--- src/hw/rtl/tar_archive_entry_walker_assert.svh ---
// assertion macros for the tar archive entry walker
`ifndef TAR_ARCHIVE_ENTRY_WALKER_ASSERT_SVH
`define TAR_ARCHIVE_ENTRY_WALKER_ASSERT_SVH

// same-cycle implication, held off during reset
`define TAEW_ASSERT_NOW(lbl, clk, rstn, ante, cons) \
    lbl: assert property (@(posedge clk) disable iff (!(rstn)) (ante) |-> (cons)) \
        else $error("tar walker check failed");

// next-cycle implication, held off during reset
`define TAEW_ASSERT_NEXT(lbl, clk, rstn, ante, cons) \
    lbl: assert property (@(posedge clk) disable iff (!(rstn)) (ante) |=> (cons)) \
        else $error("tar walker check failed");

`endif

--- src/hw/rtl/taew_pkg.sv ---
`timescale 1ns / 1ps
// ----------------------------------------------------------------------------
// taew_pkg
// Shared types and constants of the tar archive entry walker.
// ----------------------------------------------------------------------------
package taew_pkg;

    // header layout
    localparam int unsigned SIZE_DIGITS_DEF = 11;
    localparam logic [8:0]  SIZE_FIELD_AT   = 9'd124;
    localparam logic [8:0]  TYPE_FIELD_AT   = 9'd156;
    localparam logic [8:0]  BLOCK_LAST      = 9'd511;
    localparam logic [31:0] BLOCK_BYTES     = 32'd512;

    // characters of the size and type fields
    localparam logic [7:0] CH_NUL   = 8'h00;
    localparam logic [7:0] CH_SPACE = 8'h20;
    localparam logic [7:0] CH_ZERO  = 8'h30;
    localparam logic [7:0] CH_SEVEN = 8'h37;

    // one input beat
    typedef struct packed {
        logic [7:0] archive_byte;
        logic       start_req;
    } t_in_item;

    // one result beat
    typedef struct packed {
        logic [23:0] entry_index;
        logic [31:0] header_address;
        logic [31:0] data_address;
        logic [31:0] file_size;
        logic [7:0]  type_byte;
        logic        is_regular;
        logic        end_of_archive;
    } t_out_item;

    // control from the beat register to the walk logic
    typedef struct packed {
        logic present;   // a byte sits in the beat register
        logic commit;    // the byte is consumed this cycle
    } t_step_ctl;

endpackage

--- src/hw/rtl/taew_walk.sv ---
`timescale 1ns / 1ps
// ----------------------------------------------------------------------------
// taew_walk
// Walk state of the archive and its per-byte update: block offset, phase,
// octal size parse, type byte, data block skip and the header result.
// ----------------------------------------------------------------------------
module taew_walk #(
    parameter int unsigned SIZE_DIGITS = taew_pkg::SIZE_DIGITS_DEF
) (
    input  logic                i_clk,
    input  logic                i_rst_n,
    input  taew_pkg::t_step_ctl i_ctl,
    input  taew_pkg::t_in_item  i_item,
    input  logic [31:0]         i_base,
    output logic                o_emit,
    output taew_pkg::t_out_item o_result
);

    localparam logic [1:0] PH_HEADER = 2'd0;
    localparam logic [1:0] PH_DATA   = 2'd1;
    localparam logic [1:0] PH_ENDED  = 2'd2;

    localparam logic [8:0] SIZE_END = 9'(32'(taew_pkg::SIZE_FIELD_AT) + SIZE_DIGITS);

    logic [8:0]  r_off,    n_off;
    logic [1:0]  r_phase,  n_phase;
    logic [23:0] r_skip,   n_skip;
    logic [31:0] r_size,   n_size;
    logic        r_stop,   n_stop;
    logic        r_nempty, n_nempty;
    logic [7:0]  r_type,   n_type;
    logic [23:0] r_rcount, n_rcount;
    logic [31:0] r_hoff,   n_hoff;

    logic [7:0]  w_byte;
    logic [23:0] w_blocks;
    logic [23:0] w_blocks_p1;
    logic [23:0] w_skip_dec;
    logic [31:0] w_haddr;
    logic        w_reg;
    logic        w_emit;
    taew_pkg::t_out_item w_res;

    assign w_byte = i_item.archive_byte;

    // next state and result for the byte in the beat register
    always_comb begin
        n_off    = r_off;
        n_phase  = r_phase;
        n_skip   = r_skip;
        n_size   = r_size;
        n_stop   = r_stop;
        n_nempty = r_nempty;
        n_type   = r_type;
        n_rcount = r_rcount;
        n_hoff   = r_hoff;
        w_emit   = 1'b0;
        w_res    = '0;

        // restart clears the walk before the byte is taken
        if (i_item.start_req) begin
            n_off    = '0;
            n_phase  = PH_HEADER;
            n_skip   = '0;
            n_size   = '0;
            n_stop   = 1'b0;
            n_nempty = 1'b0;
            n_type   = '0;
            n_rcount = '0;
            n_hoff   = '0;
        end

        w_blocks    = {1'b0, n_size[31:9]} + 24'(|n_size[8:0]);
        w_blocks_p1 = w_blocks + 24'd1;
        w_skip_dec  = n_skip - 24'd1;
        w_haddr     = i_base + n_hoff;
        w_reg       = (n_type == taew_pkg::CH_ZERO) || (n_type == taew_pkg::CH_NUL);

        case (n_phase)
            PH_HEADER: begin
                // first name byte opens a fresh header
                if (n_off == '0) begin
                    n_nempty = (w_byte == taew_pkg::CH_NUL);
                    n_size   = '0;
                    n_stop   = 1'b0;
                    n_type   = '0;
                end
                // octal size field
                if (n_off >= taew_pkg::SIZE_FIELD_AT && n_off < SIZE_END && !n_stop) begin
                    if (w_byte == taew_pkg::CH_NUL || w_byte == taew_pkg::CH_SPACE) begin
                        n_stop = 1'b1;
                    end else if (w_byte >= taew_pkg::CH_ZERO &&
                                 w_byte <= taew_pkg::CH_SEVEN) begin
                        n_size = {n_size[28:0], 3'b000} + {29'd0, w_byte[2:0]};
                    end
                end
                if (n_off == taew_pkg::TYPE_FIELD_AT) begin
                    n_type = w_byte;
                end
                // end of header block
                if (n_off == taew_pkg::BLOCK_LAST) begin
                    w_emit = (i_base != '0);
                    if (n_nempty) begin
                        w_res.end_of_archive = 1'b1;
                        n_phase = PH_ENDED;
                    end else begin
                        w_res.entry_index    = n_rcount;
                        w_res.header_address = w_haddr;
                        w_res.data_address   = w_haddr + taew_pkg::BLOCK_BYTES;
                        w_res.file_size      = n_size;
                        w_res.type_byte      = n_type;
                        w_res.is_regular     = w_reg;
                        if (w_reg) begin
                            n_rcount = n_rcount + 24'd1;
                        end
                        n_hoff  = n_hoff + {w_blocks_p1[22:0], 9'd0};
                        n_skip  = w_blocks;
                        n_phase = (w_blocks != '0) ? PH_DATA : PH_HEADER;
                    end
                end
                n_off = n_off + 9'd1;
            end
            PH_DATA: begin
                // count down the data blocks of the entry
                if (n_off == taew_pkg::BLOCK_LAST) begin
                    n_skip = w_skip_dec;
                    if (w_skip_dec == '0) begin
                        n_phase = PH_HEADER;
                    end
                end
                n_off = n_off + 9'd1;
            end
            default: begin
                // archive ended: bytes are dropped until a restart
            end
        endcase
    end

    // walk state registers
    always_ff @(posedge i_clk) begin
        if (!i_rst_n) begin
            r_off    <= '0;
            r_phase  <= PH_HEADER;
            r_skip   <= '0;
            r_size   <= '0;
            r_stop   <= 1'b0;
            r_nempty <= 1'b0;
            r_type   <= '0;
            r_rcount <= '0;
            r_hoff   <= '0;
        end else if (i_ctl.commit) begin
            r_off    <= n_off;
            r_phase  <= n_phase;
            r_skip   <= n_skip;
            r_size   <= n_size;
            r_stop   <= n_stop;
            r_nempty <= n_nempty;
            r_type   <= n_type;
            r_rcount <= n_rcount;
            r_hoff   <= n_hoff;
        end
    end

    assign o_emit   = i_ctl.present && w_emit;
    assign o_result = w_res;

endmodule

--- src/hw/rtl/tar_archive_entry_walker.sv ---
`timescale 1ns / 1ps
// ----------------------------------------------------------------------------
// tar_archive_entry_walker
// Walks a tar archive byte stream and reports one result per header block while the base is nonzero.
//
//   channel   direction  signals
//   in        sink       i_in_valid / o_in_ready / i_in_data
//   out       source     o_out_valid / i_out_ready / o_out_data
//   cfg       sink       i_cfg_we / i_cfg_wdata (base address)
//
// One byte per cycle while no held result stalls it: a beat register feeds the
// walk logic, whose result goes to an output register. The result of the byte
// that closes a header is presented from the output register.
// A stalled result blocks only the byte that would make the next result.
// Synchronous active-low reset clears the walk, the count and the base.
// ----------------------------------------------------------------------------
`include "tar_archive_entry_walker_assert.svh"

module tar_archive_entry_walker #(
    parameter int unsigned SIZE_DIGITS = taew_pkg::SIZE_DIGITS_DEF
) (
    input  logic                i_clk,
    input  logic                i_rst_n,
    input  logic                i_in_valid,
    output logic                o_in_ready,
    input  taew_pkg::t_in_item  i_in_data,
    output logic                o_out_valid,
    input  logic                i_out_ready,
    output taew_pkg::t_out_item o_out_data,
    input  logic                i_cfg_we,
    input  logic [31:0]         i_cfg_wdata
);

    logic                r_base;
    logic [31:0]         r_base_addr;
    logic                r_in_valid;
    taew_pkg::t_in_item  r_in;
    logic                r_out_valid;
    taew_pkg::t_out_item r_out;

    logic                w_emit;
    logic                w_proc;
    taew_pkg::t_step_ctl w_ctl;
    taew_pkg::t_out_item w_res;

    // base address register
    always_ff @(posedge i_clk) begin
        if (!i_rst_n) begin
            r_base_addr <= '0;
            r_base      <= 1'b0;
        end else if (i_cfg_we) begin
            r_base_addr <= i_cfg_wdata;
            r_base      <= (i_cfg_wdata != '0);
        end
    end

    // byte moves on unless its result would overrun a held result
    assign w_proc     = r_in_valid && (!w_emit || !r_out_valid || i_out_ready);
    assign o_in_ready = !r_in_valid || w_proc;

    assign w_ctl = '{present: r_in_valid, commit: w_proc};

    // input beat register
    always_ff @(posedge i_clk) begin
        if (!i_rst_n) begin
            r_in_valid <= 1'b0;
        end else if (o_in_ready) begin
            r_in_valid <= i_in_valid;
        end
    end

    always_ff @(posedge i_clk) begin
        if (o_in_ready && i_in_valid) begin
            r_in <= i_in_data;
        end
    end

    taew_walk #(
        .SIZE_DIGITS(SIZE_DIGITS)
    ) u_walk (
        .i_clk   (i_clk),
        .i_rst_n (i_rst_n),
        .i_ctl   (w_ctl),
        .i_item  (r_in),
        .i_base  (r_base_addr),
        .o_emit  (w_emit),
        .o_result(w_res)
    );

    // result register
    always_ff @(posedge i_clk) begin
        if (!i_rst_n) begin
            r_out_valid <= 1'b0;
        end else if (w_proc && w_emit) begin
            r_out_valid <= 1'b1;
        end else if (i_out_ready) begin
            r_out_valid <= 1'b0;
        end
    end

    always_ff @(posedge i_clk) begin
        if (w_proc && w_emit) begin
            r_out <= w_res;
        end
    end

    assign o_out_valid = r_out_valid;
    assign o_out_data  = r_out;

    // checks
    `TAEW_ASSERT_NOW(a_emit_needs_base, i_clk, i_rst_n, w_emit, r_base)
    `TAEW_ASSERT_NOW(a_no_result_overrun, i_clk, i_rst_n, w_proc && w_emit, !r_out_valid || i_out_ready)
    `TAEW_ASSERT_NOW(a_end_fields_zero, i_clk, i_rst_n, r_out_valid && r_out.end_of_archive, r_out.file_size == '0 && r_out.header_address == '0)
    `TAEW_ASSERT_NEXT(a_beat_held, i_clk, i_rst_n, r_in_valid && !w_proc, r_in_valid && $stable(r_in))

endmodule
--- config.mk ---
export PLATFORM = sky130hd
export DESIGN_NAME = tar_archive_entry_walker
export DESIGN_NICKNAME = d
export VERILOG_FILES = /design/src/hw/rtl/taew_pkg.sv /design/src/hw/rtl/taew_walk.sv /design/src/hw/rtl/tar_archive_entry_walker.sv
export VERILOG_INCLUDE_DIRS = /design/src /design/src/hw/rtl
export SDC_FILE = /design/constraint.sdc
export NUM_CORES = 1
export LEC_CHECK = 0
export ABC_CLOCK_PERIOD_IN_PS = 10050
export CORE_MARGIN = 10
export CORE_UTILIZATION = 64
export CTS_CLUSTER_SIZE = 10
export DETAILED_ROUTE_END_ITERATION = 7
export DONT_BUFFER_PORTS = 1
export PLACE_DENSITY = 0.86
export SYNTH_ARGS = -nofsm -noshare
export SYNTH_HDL_FRONTEND = slang
export SYNTH_HIERARCHICAL = 1
export SYNTH_SLANG_ARGS = --single-unit
--- constraint.sdc ---
create_clock -name i_clk -period 10.05 [get_ports i_clk]
set_clock_uncertainty 0.05 [all_clocks]
set_input_delay 1.5075 -clock i_clk [delete_from_list [all_inputs] [get_ports i_clk]]
set_output_delay 1.5075 -clock i_clk [all_outputs]
set_load 0.01 [all_outputs]
==> metrics.md, run 1 <==
| Metric | Value |
|---|---|
| Final worst path period share | `58.4%` |
| Final Wtd Congestion | `0.969` |
| Final setup fails | `0` |
| Dpl ws | `4.28 ns` |
| 1st-iter DRT viols | `1439` |
| CP max stage delay | `0.63 ns` |
| Core area | `0.0280 mm2` |
| Layout cell share with drive strength beyond 1 | `5.90%` |
| DR vias | `15004` |
| Drt pass-1 iters | `6` |
| Final Core Density | `69.7%` |
| CP max-delay cell | `edfxtp_1` |
| Total track usage | `26.0%` |
| Yosys cell types | `94` |
| Number of buffers created by CTS | `37` |
| Placement-stage cell area | `0.0184 mm2` |
| Clock Pin Slew Worst Setup and Hold Paths | `0.05 ns` |
| Syn Std Cell Area | `0.0183 mm2` |
| PortBufs | `0` |
| WP data required | `10.38 ns` |
| Nets | `2036` |
| WL/cell | `20.8 um` |
| Mapped Avg Cell Area | `9.17 um2` |
| Hold Buf Count CTS | `0` |
| Top-area cell type share of the netlist area | `22.8%` |
| Setup Fix Bufs, Post-CTS | `0` |
| CTS root buf | `clkbuf_16` |
| # diodes | `0` |
| MaxCap Viol Count | `0` |
| I/O pin count | `178` |
| Setup_tns | `0 ns` |
| Via density | `6.45` |
| Die ar. | `0.0358 mm2` |
| # resized after CTS | `0` |
| Fin crit period | `5.87 ns` |
| Area of the multi-input gates | `0.0101 mm2` |
| Number of synthesized register bits | `306` |
| Chip width | `189 um` |
| Remaining antenna violation count | `0` |
| Drt drc | `0` |
| Area Overhead vs Synth | `6.41%` |
| CTS tree | `yes` |
| Clk buf depth | `3` |
| Vias in the first global route | `14436` |
| Yosys Warn Count | `6` |
| Initial core utilization | `65.5%` |
| Initial antenna violation count | `0` |
| Cell accounting for the most synthesized area | `edfxtp_1` |
| Number of flops mapped to enable cells by yosys | `139` |
| Fillers | `2163` |
| Syn Nets | `2113` |
| Worst setup margin | `4.18 ns` |
| Worst hold slack | `0.424 ns` |
| RSZ-0062 raised after global routing | `false` |
| Fmax | `0.170 GHz` |
| Crit start category | `register` |
| Dpl cells | `2261` |
| First-pass GRT wire length | `77.6 mm` |
| Post-Layout Cell Count | `2328` |
| Clk sinks | `306` |
| Async SR Flop Fraction | `0%` |
| Final Instance Area | `0.0195 mm2` |
| Peak VDD IR | `0.138 mV` |
| Outcome | `complete, no violations` |
| Final hold vios | `0` |
| Setup crit end kind | `register` |
| Slew HR | `21.0%` |
| DIE HEIGHT | `189 um` |
| Worst EP arrival | `6.20 ns` |
| Drt total wl | `48.3 mm` |
| Total power | `2.72 mW` |
| Synth area leaders | `edfxtp_1 23%, dfxtp_1 18%, nor2b_1 5.8%, ha_1 4.5%, mux2i_1 3.7%` |
| CP Cell Sequence | `a31oi_1, ha_1, ha_1, nand3_1, or3_1, a21oi_1, nand4_1, or3_1, xor2_1, ha_1, nand2_1, o21ai_0, a311oi_1, o31ai_1, a21oi_1, o31ai_1, a31oi_1, xnor2_1, o2111ai_1, o31ai_1` |
| Register Area | `0.00752 mm2` |
| Synth top cells by count | `171 x nor2_1, 169 x nor2b_1, 168 x nand2_1` |
| CP Class | `reg2reg` |
| CP max FO | `16` |
| Sequential fraction of the synthesis area | `41.0%` |
| Max Slew Vio Count | `0` |
| Skew-Pair Late Insertion Delay | `0.52 ns` |
| Leakage power | `6.62 nW` |
| Worst-margin pin slew | `1.19 ns` |
| Grt total ovfl | `0` |
| Top FF cell, synth | `dfxtp_1` |
| Hold Path Class | `reg2reg` |
| Power Dens Cells | `140 mW/mm2` |
| Most frequent cell after synthesis | `nor2_1` |
| Largest net degree at the start of global routing | `170` |
| Post-Syn Instances | `1999` |
| FP Rows | `61` |
| H-tree depth | `2` |
| Detailed placement HPWL | `33.2 mm` |
## routing by layer
layer	up-vias	wire, um	track usage (%)
met1	7095	20800	34.3
met5	-	0	0
met4	0	1520	9.04
li1	7066	-	-
met3	129	3780	5.31
met2	714	22200	41.7
## cells by family (layout without fill, tap and decap cells)
logic type	count (synthesis)	after routing	synth area share (%)
xor gates and xnor gates	126	126	6.06
and+or+nand+nor	846	846	24.4
buffers and inverters	171	122	4.28
muxes	70	70	3.83
DFF	306	306	41.0
AOI/OAI and AO/OA	412	412	15.7
adders and majority gates	68	68	4.72
## worst paths after layout
check                    from           endpoint  slack, ns  depth (start not counted)
max                   r_in[0]  u_walk/r_hoff[31]       4.18                         20
min          u_walk/r_hoff[8]   u_walk/r_hoff[8]       0.42                          1
max reg2reg           r_in[0]  u_walk/r_hoff[31]       4.18                         20
min reg2reg  u_walk/r_hoff[8]   u_walk/r_hoff[8]       0.42                          1
## registers in the layout (all words and copies together), names as in the netlist
signal,cells
r_base_addr,32
o_out_data,130
r_in_valid,1
u_walk/r_hoff,32
r_in,9
u_walk/r_stop,1
u_walk/r_off,9
u_walk/r_skip,24
u_walk/r_rcount,24
u_walk/r_nempty,1
u_walk/r_type,8
u_walk/r_size,32
o_out_valid,1
u_walk/r_phase,2
## power breakdown
part / internal, mW / switching, mW / leakage, nW / total (mW)
sequential: 1.31 / 0.0198 / 2.34 / 1.33
combinational: 0.0520 / 0.0870 / 3.73 / 0.139
clock: 0.765 / 0.494 / 0.548 / 1.26
total: 2.12 / 0.600 / 6.62 / 2.72
## layout make-up
cell class	count	area share, %
multi-input combinational	1522	51.8
sequential	306	38.5
clock buffer	64	5.64
tap	378	2.42
timing repair buffer	20	0.769
inverter	35	0.673
clock inverter	3	0.218
## cell usage in the layout (no fill, tap or decap), drive strengths merged, types with 11 or more instances in the layout
master	instances
nor2	171
nor2b	170
nand2	169
dfxtp	167
edfxtp	139
a21oi	90
xnor2	78
o21ai	73
a22oi	69
mux2i	68
ha	66
clkbuf	64
nand3	58
and3	54
and2	53
xor2	48
nor4	40
nor3	36
inv	35
nand4	27
a21o	21
buf	20
a31oi	18
o211ai	16
a211oi	14
o31ai	13
or3	12
nand2b	11
## critical path, delay by kind of cell (launching register included)
kind | cells | cell delay (ns)
and+or+nand+nor | 5 | 1.32
xor gates and xnor gates | 2 | 0.35
DFF | 1 | 0.63
AOI/OAI and AO/OA | 10 | 2.48
adders and majority gates | 3 | 0.89
Power figures use the tool's default switching activity.
==> inputs of run 2 (changes only) <==
--- a/config.mk
+++ b/config.mk
@@ -6,13 +6,13 @@
 export SDC_FILE = /design/constraint.sdc
 export NUM_CORES = 1
 export LEC_CHECK = 0
-export ABC_CLOCK_PERIOD_IN_PS = 10050
+export ABC_CLOCK_PERIOD_IN_PS = 5300
 export CORE_MARGIN = 10
-export CORE_UTILIZATION = 64
+export CORE_UTILIZATION = 59
 export CTS_CLUSTER_SIZE = 10
 export DETAILED_ROUTE_END_ITERATION = 7
 export DONT_BUFFER_PORTS = 1
-export PLACE_DENSITY = 0.86
+export PLACE_DENSITY = 0.84
 export SYNTH_ARGS = -nofsm -noshare
 export SYNTH_HDL_FRONTEND = slang
 export SYNTH_HIERARCHICAL = 1
==> constraint.sdc (replaced) <==
create_clock -name i_clk -period 5.3 [get_ports i_clk]
set_clock_uncertainty 0.05 [all_clocks]
set_input_delay 0.795 -clock i_clk [delete_from_list [all_inputs] [get_ports i_clk]]
set_output_delay 0.795 -clock i_clk [all_outputs]
set_load 0.01 [all_outputs]
==> run 2 against run 1 <==
Sequential power grew 89%; utilization is 5.0 points lower; first-iteration DRC count decreased by 4.0%; global-route usage down 1.5 points; wire length up 2.4%; worst hold slack worse by 0.11 ns; total power grew 90%; critical path type unchanged; critical endpoint unchanged; largest power group unchanged.
==> metrics.md, run 2 (synthesized netlist as in run 1, its figures left out) <==
| Metric | Value |
|---|---|
| Detailed placement HPWL | `35.2 mm (was 33.2 mm)` |
| DIE HEIGHT | `196 um (was 189 um)` |
| CP Class | `reg2reg (unchanged)` |
| MaxCap Viol Count | `0 (unchanged)` |
| CP max-delay cell | `or3_4 (was edfxtp_1)` |
| CP bufs+invs | `0 (unchanged)` |
| PortBufs | `0 (unchanged)` |
| Hold_sp | `i_in_data[3] (was u_walk/r_hoff[8])` |
| First-pass GRT wire length | `78.5 mm (was 77.6 mm)` |
| Number of buffers created by CTS | `38 (was 37)` |
| Fmax | `0.200 GHz (was 0.170 GHz)` |
| Total track usage | `24.5% (was 26.0%)` |
| Hold Buf Count CTS | `0 (unchanged)` |
| Clk sinks | `306 (unchanged)` |
| FP Rows | `64 (was 61)` |
| Max Slew Vio Count | `0 (unchanged)` |
| Via density | `6.40 (was 6.45)` |
| Hold path depth | `0 (was 1)` |
| CP Cell Sequence | `nor3_1, a31oi_1, ha_2, ha_4, nand3_4, or3_1, a21oi_2, nand4_1, or3_4, xor2_1, ha_1, nand2_1, o21ai_2, nor3_1, o31ai_2, a21oi_1, o31ai_2, a31oi_1, xnor2_1, o2111ai_1, o31ai_1 (was a31oi_1, ha_1, ha_1, nand3_1, or3_1, a21oi_1, nand4_1, or3_1, xor2_1, ha_1, nand2_1, o21ai_0, a311oi_1, o31ai_1, a21oi_1, o31ai_1, a31oi_1, xnor2_1, o2111ai_1, o31ai_1)` |
| Clk buf depth | `3 (unchanged)` |
| Worst r2r dst | `u_walk/r_hoff[31] (unchanged)` |
| CP max stage delay | `0.46 ns (was 0.63 ns)` |
| Most frequent cells in the layout | `169 x nor2_1, 168 x nor2b_1, 168 x nand2_1 (was 169 x nor2b_1, 169 x nor2_1, 168 x nand2_1)` |
| Final Wtd Congestion | `0.974 (was 0.969)` |
| Setup_tns | `0 ns (unchanged)` |
| Crit-path leading delay family | `compound AO/OA/AOI/OAI gates (unchanged)` |
| Fin crit period | `5.00 ns (was 5.87 ns)` |
| WP data required | `5.65 ns (was 10.38 ns)` |
| WL/cell | `20.9 um (was 20.8 um)` |
| Cells on worst reg2reg path | `21 (was 20)` |
| RSZ-0062 raised after global routing | `true (was false)` |
| CTS tree | `yes (unchanged)` |
| Slew HR | `21.7% (was 21.0%)` |
| Crit start category | `register (unchanged)` |
| Nets | `2054 (was 2036)` |
| Outcome | `complete, no violations (unchanged)` |
| I/O pin count | `178 (unchanged)` |
| Initial core utilization | `59.9% (was 65.5%)` |
| Layout cell share with drive strength beyond 1 | `7.36% (was 5.90%)` |
| Drt drc | `0 (unchanged)` |
| Final setup fails | `0 (unchanged)` |
| Final Instance Area | `0.0198 mm2 (was 0.0195 mm2)` |
| Leakage power | `6.72 nW (was 6.62 nW)` |
| Largest net degree at the start of global routing | `170 (unchanged)` |
| H-tree depth | `2 (unchanged)` |
| Setup crit end kind | `register (unchanged)` |
| Drt pass-1 iters | `5 (was 6)` |
| Commonest non-fill, non-tap cell in the layout | `nor2_1` |
| CTS root buf | `clkbuf_16 (unchanged)` |
| Max reg flops | `130 (unchanged)` |
| Die ar. | `0.0385 mm2 (was 0.0358 mm2)` |
| Fillers | `2455 (was 2163)` |
| # diodes | `0 (unchanged)` |
| Area Overhead vs Synth | `7.85% (was 6.41%)` |
| Final hold vios | `0 (unchanged)` |
| CP max FO | `6 (was 16)` |
| Final worst path period share | `94.4% (was 58.4%)` |
| Peak VDD IR | `0.301 mV (was 0.138 mV)` |
| Grt total ovfl | `0 (unchanged)` |
| Remaining antenna violation count | `0 (unchanged)` |
| Worst-margin pin slew | `1.17 ns (was 1.19 ns)` |
| Skew-Pair Late Insertion Delay | `0.52 ns (about the same)` |
| 1st-iter DRT viols | `1381 (was 1439)` |
| Hold Path Class | `in2reg (was reg2reg)` |
| Vias in the first global route | `14334 (was 14436)` |
| Reg2reg start | `u_walk/r_size[0] (was r_in[0])` |
| Worst Hold End | `r_in[3] (was u_walk/r_hoff[8])` |
| Chip width | `196 um (was 189 um)` |
| DR vias | `15142 (was 15004)` |
| Initial antenna violation count | `1 (was 0)` |
| Drt total wl | `49.5 mm (was 48.3 mm)` |
| Core area | `0.0306 mm2 (was 0.0280 mm2)` |
| Power Dens Cells | `261 mW/mm2 (was 140 mW/mm2)` |
| Placement-stage cell area | `0.0186 mm2 (was 0.0184 mm2)` |
| Worst EP arrival | `5.35 ns (was 6.20 ns)` |
| Clock Pin Slew Worst Setup and Hold Paths | `0.06 ns (was 0.05 ns)` |
| R2r setup slk | `0.30 ns (was 4.18 ns)` |
[run 2: repair_timing]
| item | in CTS | in global routing |
|---|---|---|
| buffers inserted | 0 | 1 |
| resized for setup | 0 | 2 |
| setup endpoints to repair | 0 | 3 |
[run 2: worst max-delay path by stage]
stage | depth (start not counted) | startpoint | to | slack, ns
floorplan | 30 | r_in[0] | u_walk/r_hoff[31] | -0.41
global placement | 20 | r_in[0] | u_walk/r_hoff[31] | 0.33
detailed placement | 20 | r_in[0] | u_walk/r_hoff[31] | 0.24
CTS | 20 | r_in[0] | u_walk/r_hoff[31] | 0.19
global route | 20 | r_in[0] | u_walk/r_hoff[31] | -0.03
finish | 21 | u_walk/r_size[0] | u_walk/r_hoff[31] | 0.30
[run 2: power by group]
part / leakage, nW / internal, mW / switching [mW] / total [mW]
Clock: 0.549 / 1.44 / 0.943 / 2.38
Sequential: 2.34 / 2.48 / 0.0360 / 2.51
Combinational: 3.84 / 0.100 / 0.169 / 0.269
Total: 6.72 / 4.02 / 1.15 / 5.17
[run 2: final cells by class]
type | instances | area (um2) | area share, %
Multi-Input combinational cell | 1522 | 10200 | 51.4
Sequential cell | 306 | 7520 | 38.0
Clock buffer | 66 | 1130 | 5.71
Tap cell | 396 | 495 | 2.51
Timing Repair Buffer | 37 | 315 | 1.59
Inverter | 35 | 131 | 0.664
Clock inverter | 3 | 21.3 | 0.108
[run 2: per-layer routing]
layer	vias to the layer above	global-route usage, %	routed length (um)
met1	7316	32.4	21500
li1	7099	-	-
met4	0	8.03	1600
met2	639	39.6	22900
met5	-	0	0
met3	88	4.26	3510
[run 2: worst reg2reg max path: cells and delay by family (launching register included)]
family          cells  cell delay, ns
compound gates      9            1.84
fa+ha+maj           3            0.82
simple gates        7            1.43
xor+xnor            2            0.36
flops               1            0.41
[run 2: metrics by stage]
stage / util [%] / hold slack, ns / setup slack, ns / std cells / total power [mW]
floorplan: - / 0.386 / -0.412 / 1999 / 2.78
global placement: 60.8 / 0.399 / 0.331 / 2295 / 2.82
detailed placement: 60.8 / 0.414 / 0.236 / 2295 / 2.82
CTS: 64.6 / 0.308 / 0.194 / 2364 / 5.20
global route: 64.7 / 0.300 / -0.0302 / 2365 / 5.34
finish: 64.7 / 0.318 / 0.298 / 2365 / 5.17
==> inputs of run 3 (changes only) <==
--- a/config.mk
+++ b/config.mk
@@ -6,13 +6,13 @@
 export SDC_FILE = /design/constraint.sdc
 export NUM_CORES = 1
 export LEC_CHECK = 0
-export ABC_CLOCK_PERIOD_IN_PS = 5300
+export ABC_CLOCK_PERIOD_IN_PS = 6450
 export CORE_MARGIN = 10
-export CORE_UTILIZATION = 59
+export CORE_UTILIZATION = 64
 export CTS_CLUSTER_SIZE = 10
 export DETAILED_ROUTE_END_ITERATION = 7
 export DONT_BUFFER_PORTS = 1
-export PLACE_DENSITY = 0.84
+export PLACE_DENSITY = 0.86
 export SYNTH_ARGS = -nofsm -noshare
 export SYNTH_HDL_FRONTEND = slang
 export SYNTH_HIERARCHICAL = 1
==> constraint.sdc (replaced) <==
create_clock -name i_clk -period 6.45 [get_ports i_clk]
set_clock_uncertainty 0.05 [all_clocks]
set_input_delay 0.9675 -clock i_clk [delete_from_list [all_inputs] [get_ports i_clk]]
set_output_delay 0.9675 -clock i_clk [all_outputs]
set_load 0.01 [all_outputs]
==> run 3 against run 2 <==
Die area decreased by 7.0%; sequential share of layout area increased by 0.68 points; critical path depth unchanged; total power decreased by 20%; largest power group unchanged; register-to-register slack improved by 0.51 ns; final cell count decreased by 1.6%; sequential power decreased by 18%; design area decreased by 1.8%; wire length decreased by 2.2%; via count decreased by 0.26%; critical path type unchanged; utilization increased by 4.7 points.
==> metrics.md, run 3 (synthesized netlist as in run 1, its figures left out) <==
| Metric | Value |
|---|---|
| Final Instance Area | `0.0194 mm2 (was 0.0198 mm2)` |
| Clk sinks | `306 (unchanged)` |
| CP bufs+invs | `0 (unchanged)` |
| Final Core Density | `69.4% (was 64.7%)` |
| Hold Path Class | `reg2reg (was in2reg)` |
| Area Overhead vs Synth | `5.96% (was 7.85%)` |
| Placement-stage cell area | `0.0184 mm2 (was 0.0186 mm2)` |
| Final hold vios | `0 (unchanged)` |
| Max Slew Vio Count | `0 (unchanged)` |
| PortBufs | `0 (unchanged)` |
| Number of buffers created by CTS | `37 (was 38)` |
| Hold Buf Count CTS | `0 (unchanged)` |
| Commonest non-fill, non-tap cell in the layout | `nor2_1 (unchanged)` |
| Outcome | `complete, no violations (unchanged)` |
| Clk buf depth | `3 (unchanged)` |
| Drt total wl | `48.4 mm (was 49.5 mm)` |
| Crit path from | `u_walk/r_size[0] (unchanged)` |
| Layout cell share with drive strength beyond 1 | `5.75% (was 7.36%)` |
| Grt total ovfl | `0 (unchanged)` |
| Max reg flops | `130 (unchanged)` |
| DR vias | `15103 (was 15142)` |
| Drt drc | `0 (unchanged)` |
| Most frequent cells in the layout | `170 x nor2_1, 169 x nor2b_1, 168 x nand2_1 (was 169 x nor2_1, 168 x nor2b_1, 168 x nand2_1)` |
| Nets | `2034 (was 2054)` |
| Power Dens Cells | `213 mW/mm2 (was 261 mW/mm2)` |
| Final worst path period share | `87.5% (was 94.4%)` |
| CP max FO | `6 (unchanged)` |
| Worst EP arrival | `5.98 ns (was 5.35 ns)` |
| Setup_tns | `0 ns (unchanged)` |
| First-pass GRT wire length | `77.9 mm (was 78.5 mm)` |
| Initial core utilization | `65.5% (was 59.9%)` |
| I/O pin count | `178 (unchanged)` |
| Initial antenna violation count | `0 (was 1)` |
| H-tree depth | `2 (unchanged)` |
| Remaining antenna violation count | `0 (unchanged)` |
| Setup crit end kind | `register (unchanged)` |
| Via density | `6.49 (was 6.40)` |
| Hold_sp | `u_walk/r_hoff[5] (was i_in_data[3])` |
| Chip width | `189 um (was 196 um)` |
| CP max-delay cell | `or3_1 (was or3_4)` |
| Setup Fix Bufs, Post-CTS | `0 (unchanged)` |
| Worst-margin pin slew | `1.15 ns (was 1.17 ns)` |
| Fin crit period | `5.64 ns (was 5.00 ns)` |
| 1st-iter DRT viols | `1556 (was 1381)` |
| FP Rows | `61 (was 64)` |
| Die ar. | `0.0358 mm2 (was 0.0385 mm2)` |
| MaxCap Viol Count | `0 (unchanged)` |
| CP Class | `reg2reg (unchanged)` |
| Core area | `0.0280 mm2 (was 0.0306 mm2)` |
| CTS tree | `yes (unchanged)` |
| # diodes | `0 (unchanged)` |
| Skew-Pair Late Insertion Delay | `0.52 ns (about the same)` |
| WP data required | `6.79 ns (was 5.65 ns)` |
| Final setup fails | `0 (unchanged)` |
| Largest net degree at the start of global routing | `170 (unchanged)` |
| Drt pass-1 iters | `6 (was 5)` |
| CP max stage delay | `0.47 ns (was 0.46 ns)` |
| Final Wtd Congestion | `0.958 (was 0.974)` |
| Peak VDD IR | `0.190 mV (was 0.301 mV)` |
| Clock Pin Slew Worst Setup and Hold Paths | `0.05 ns (was 0.06 ns)` |
| Total track usage | `26.2% (was 24.5%)` |
| Fmax | `0.177 GHz (was 0.200 GHz)` |
| Crit start category | `register (unchanged)` |
| # resized after CTS | `0 (unchanged)` |
| DIE HEIGHT | `189 um (was 196 um)` |
| Crit-path leading delay family | `compound AO/OA/AOI/OAI gates (unchanged)` |
| WL/cell | `20.8 um (was 20.9 um)` |
| Reg2reg start | `u_walk/r_size[0] (unchanged)` |
| RSZ-0062 raised after global routing | `false (was true)` |
| Slew HR | `23.3% (was 21.7%)` |
| Vias in the first global route | `14403 (was 14334)` |
| Leakage power | `6.58 nW (was 6.72 nW)` |
| CTS root buf | `clkbuf_16 (unchanged)` |
| Detailed placement HPWL | `33.4 mm (was 35.2 mm)` |
| CP Cell Sequence | `nor3_1, a31oi_1, ha_1, ha_1, nand3_1, or3_1, a21oi_1, nand4_1, or3_1, xor2_1, ha_1, nand2_1, o21ai_0, a311oi_1, o31ai_1, a21oi_1, o31ai_1, a31oi_1, xnor2_1, o2111ai_1, o31ai_1 (was nor3_1, a31oi_1, ha_2, ha_4, nand3_4, or3_1, a21oi_2, nand4_1, or3_4, xor2_1, ha_1, nand2_1, o21ai_2, nor3_1, o31ai_2, a21oi_1, o31ai_2, a31oi_1, xnor2_1, o2111ai_1, o31ai_1)` |
[run 3: cell types whose count changed in the layout (fill, tap and decap cells not counted), sizes merged]
| cell | change |
|---|---|
| inv | +1 |
| clkbuf | -4 |
| clkinv | +2 |
| clkinvlp | -1 |
| buf | -19 |
[run 3: path summary, 6_finish.rpt]
kind                            slack, ns                end  depth (start not counted)
worst max-delay path                 0.81  u_walk/r_hoff[31]                         21
worst min register to register       0.43   u_walk/r_hoff[5]                          1
worst max register to register       0.81  u_walk/r_hoff[31]                         21
worst min-delay path                 0.43   u_walk/r_hoff[5]                          1
[run 3: where the power goes]
part / internal, mW / total [mW] / switching (mW)
logic: 0.0801 / 0.218 / 0.138
registers: 2.04 / 2.07 / 0.0302
clock network: 1.09 / 1.86 / 0.771
[run 3: per-stage QoR]
stage	total power, mW	hold slack (ns)	cells	setup slack [ns]
finish	4.14	0.429	2326	0.807
global placement	2.31	0.400	2259	1.11
global route	4.27	0.440	2326	0.323
detailed placement	2.32	0.411	2259	0.913
floorplan	2.28	0.386	1999	0.0349
CTS	4.16	0.429	2326	0.892
[run 3: routing by layer]
metal	vias to the layer above	part of all wire (%)	track usage [%]
met5	-	0	0
met3	114	8.6	5.49
li1	7073	-	-
met2	714	45	41.1
met4	0	3.4	9.83
met1	7202	43	34.8
[run 3: area by class of cell]
type                    count  area (um2)
inverters                  35         131
clock inverters             5        32.5
fillers                  2127        8580
repair buffers             18         148
well taps                 378         473
flip-flops and latches    306        7520
clock buffers              62        1030
multi-input cells        1522       10100
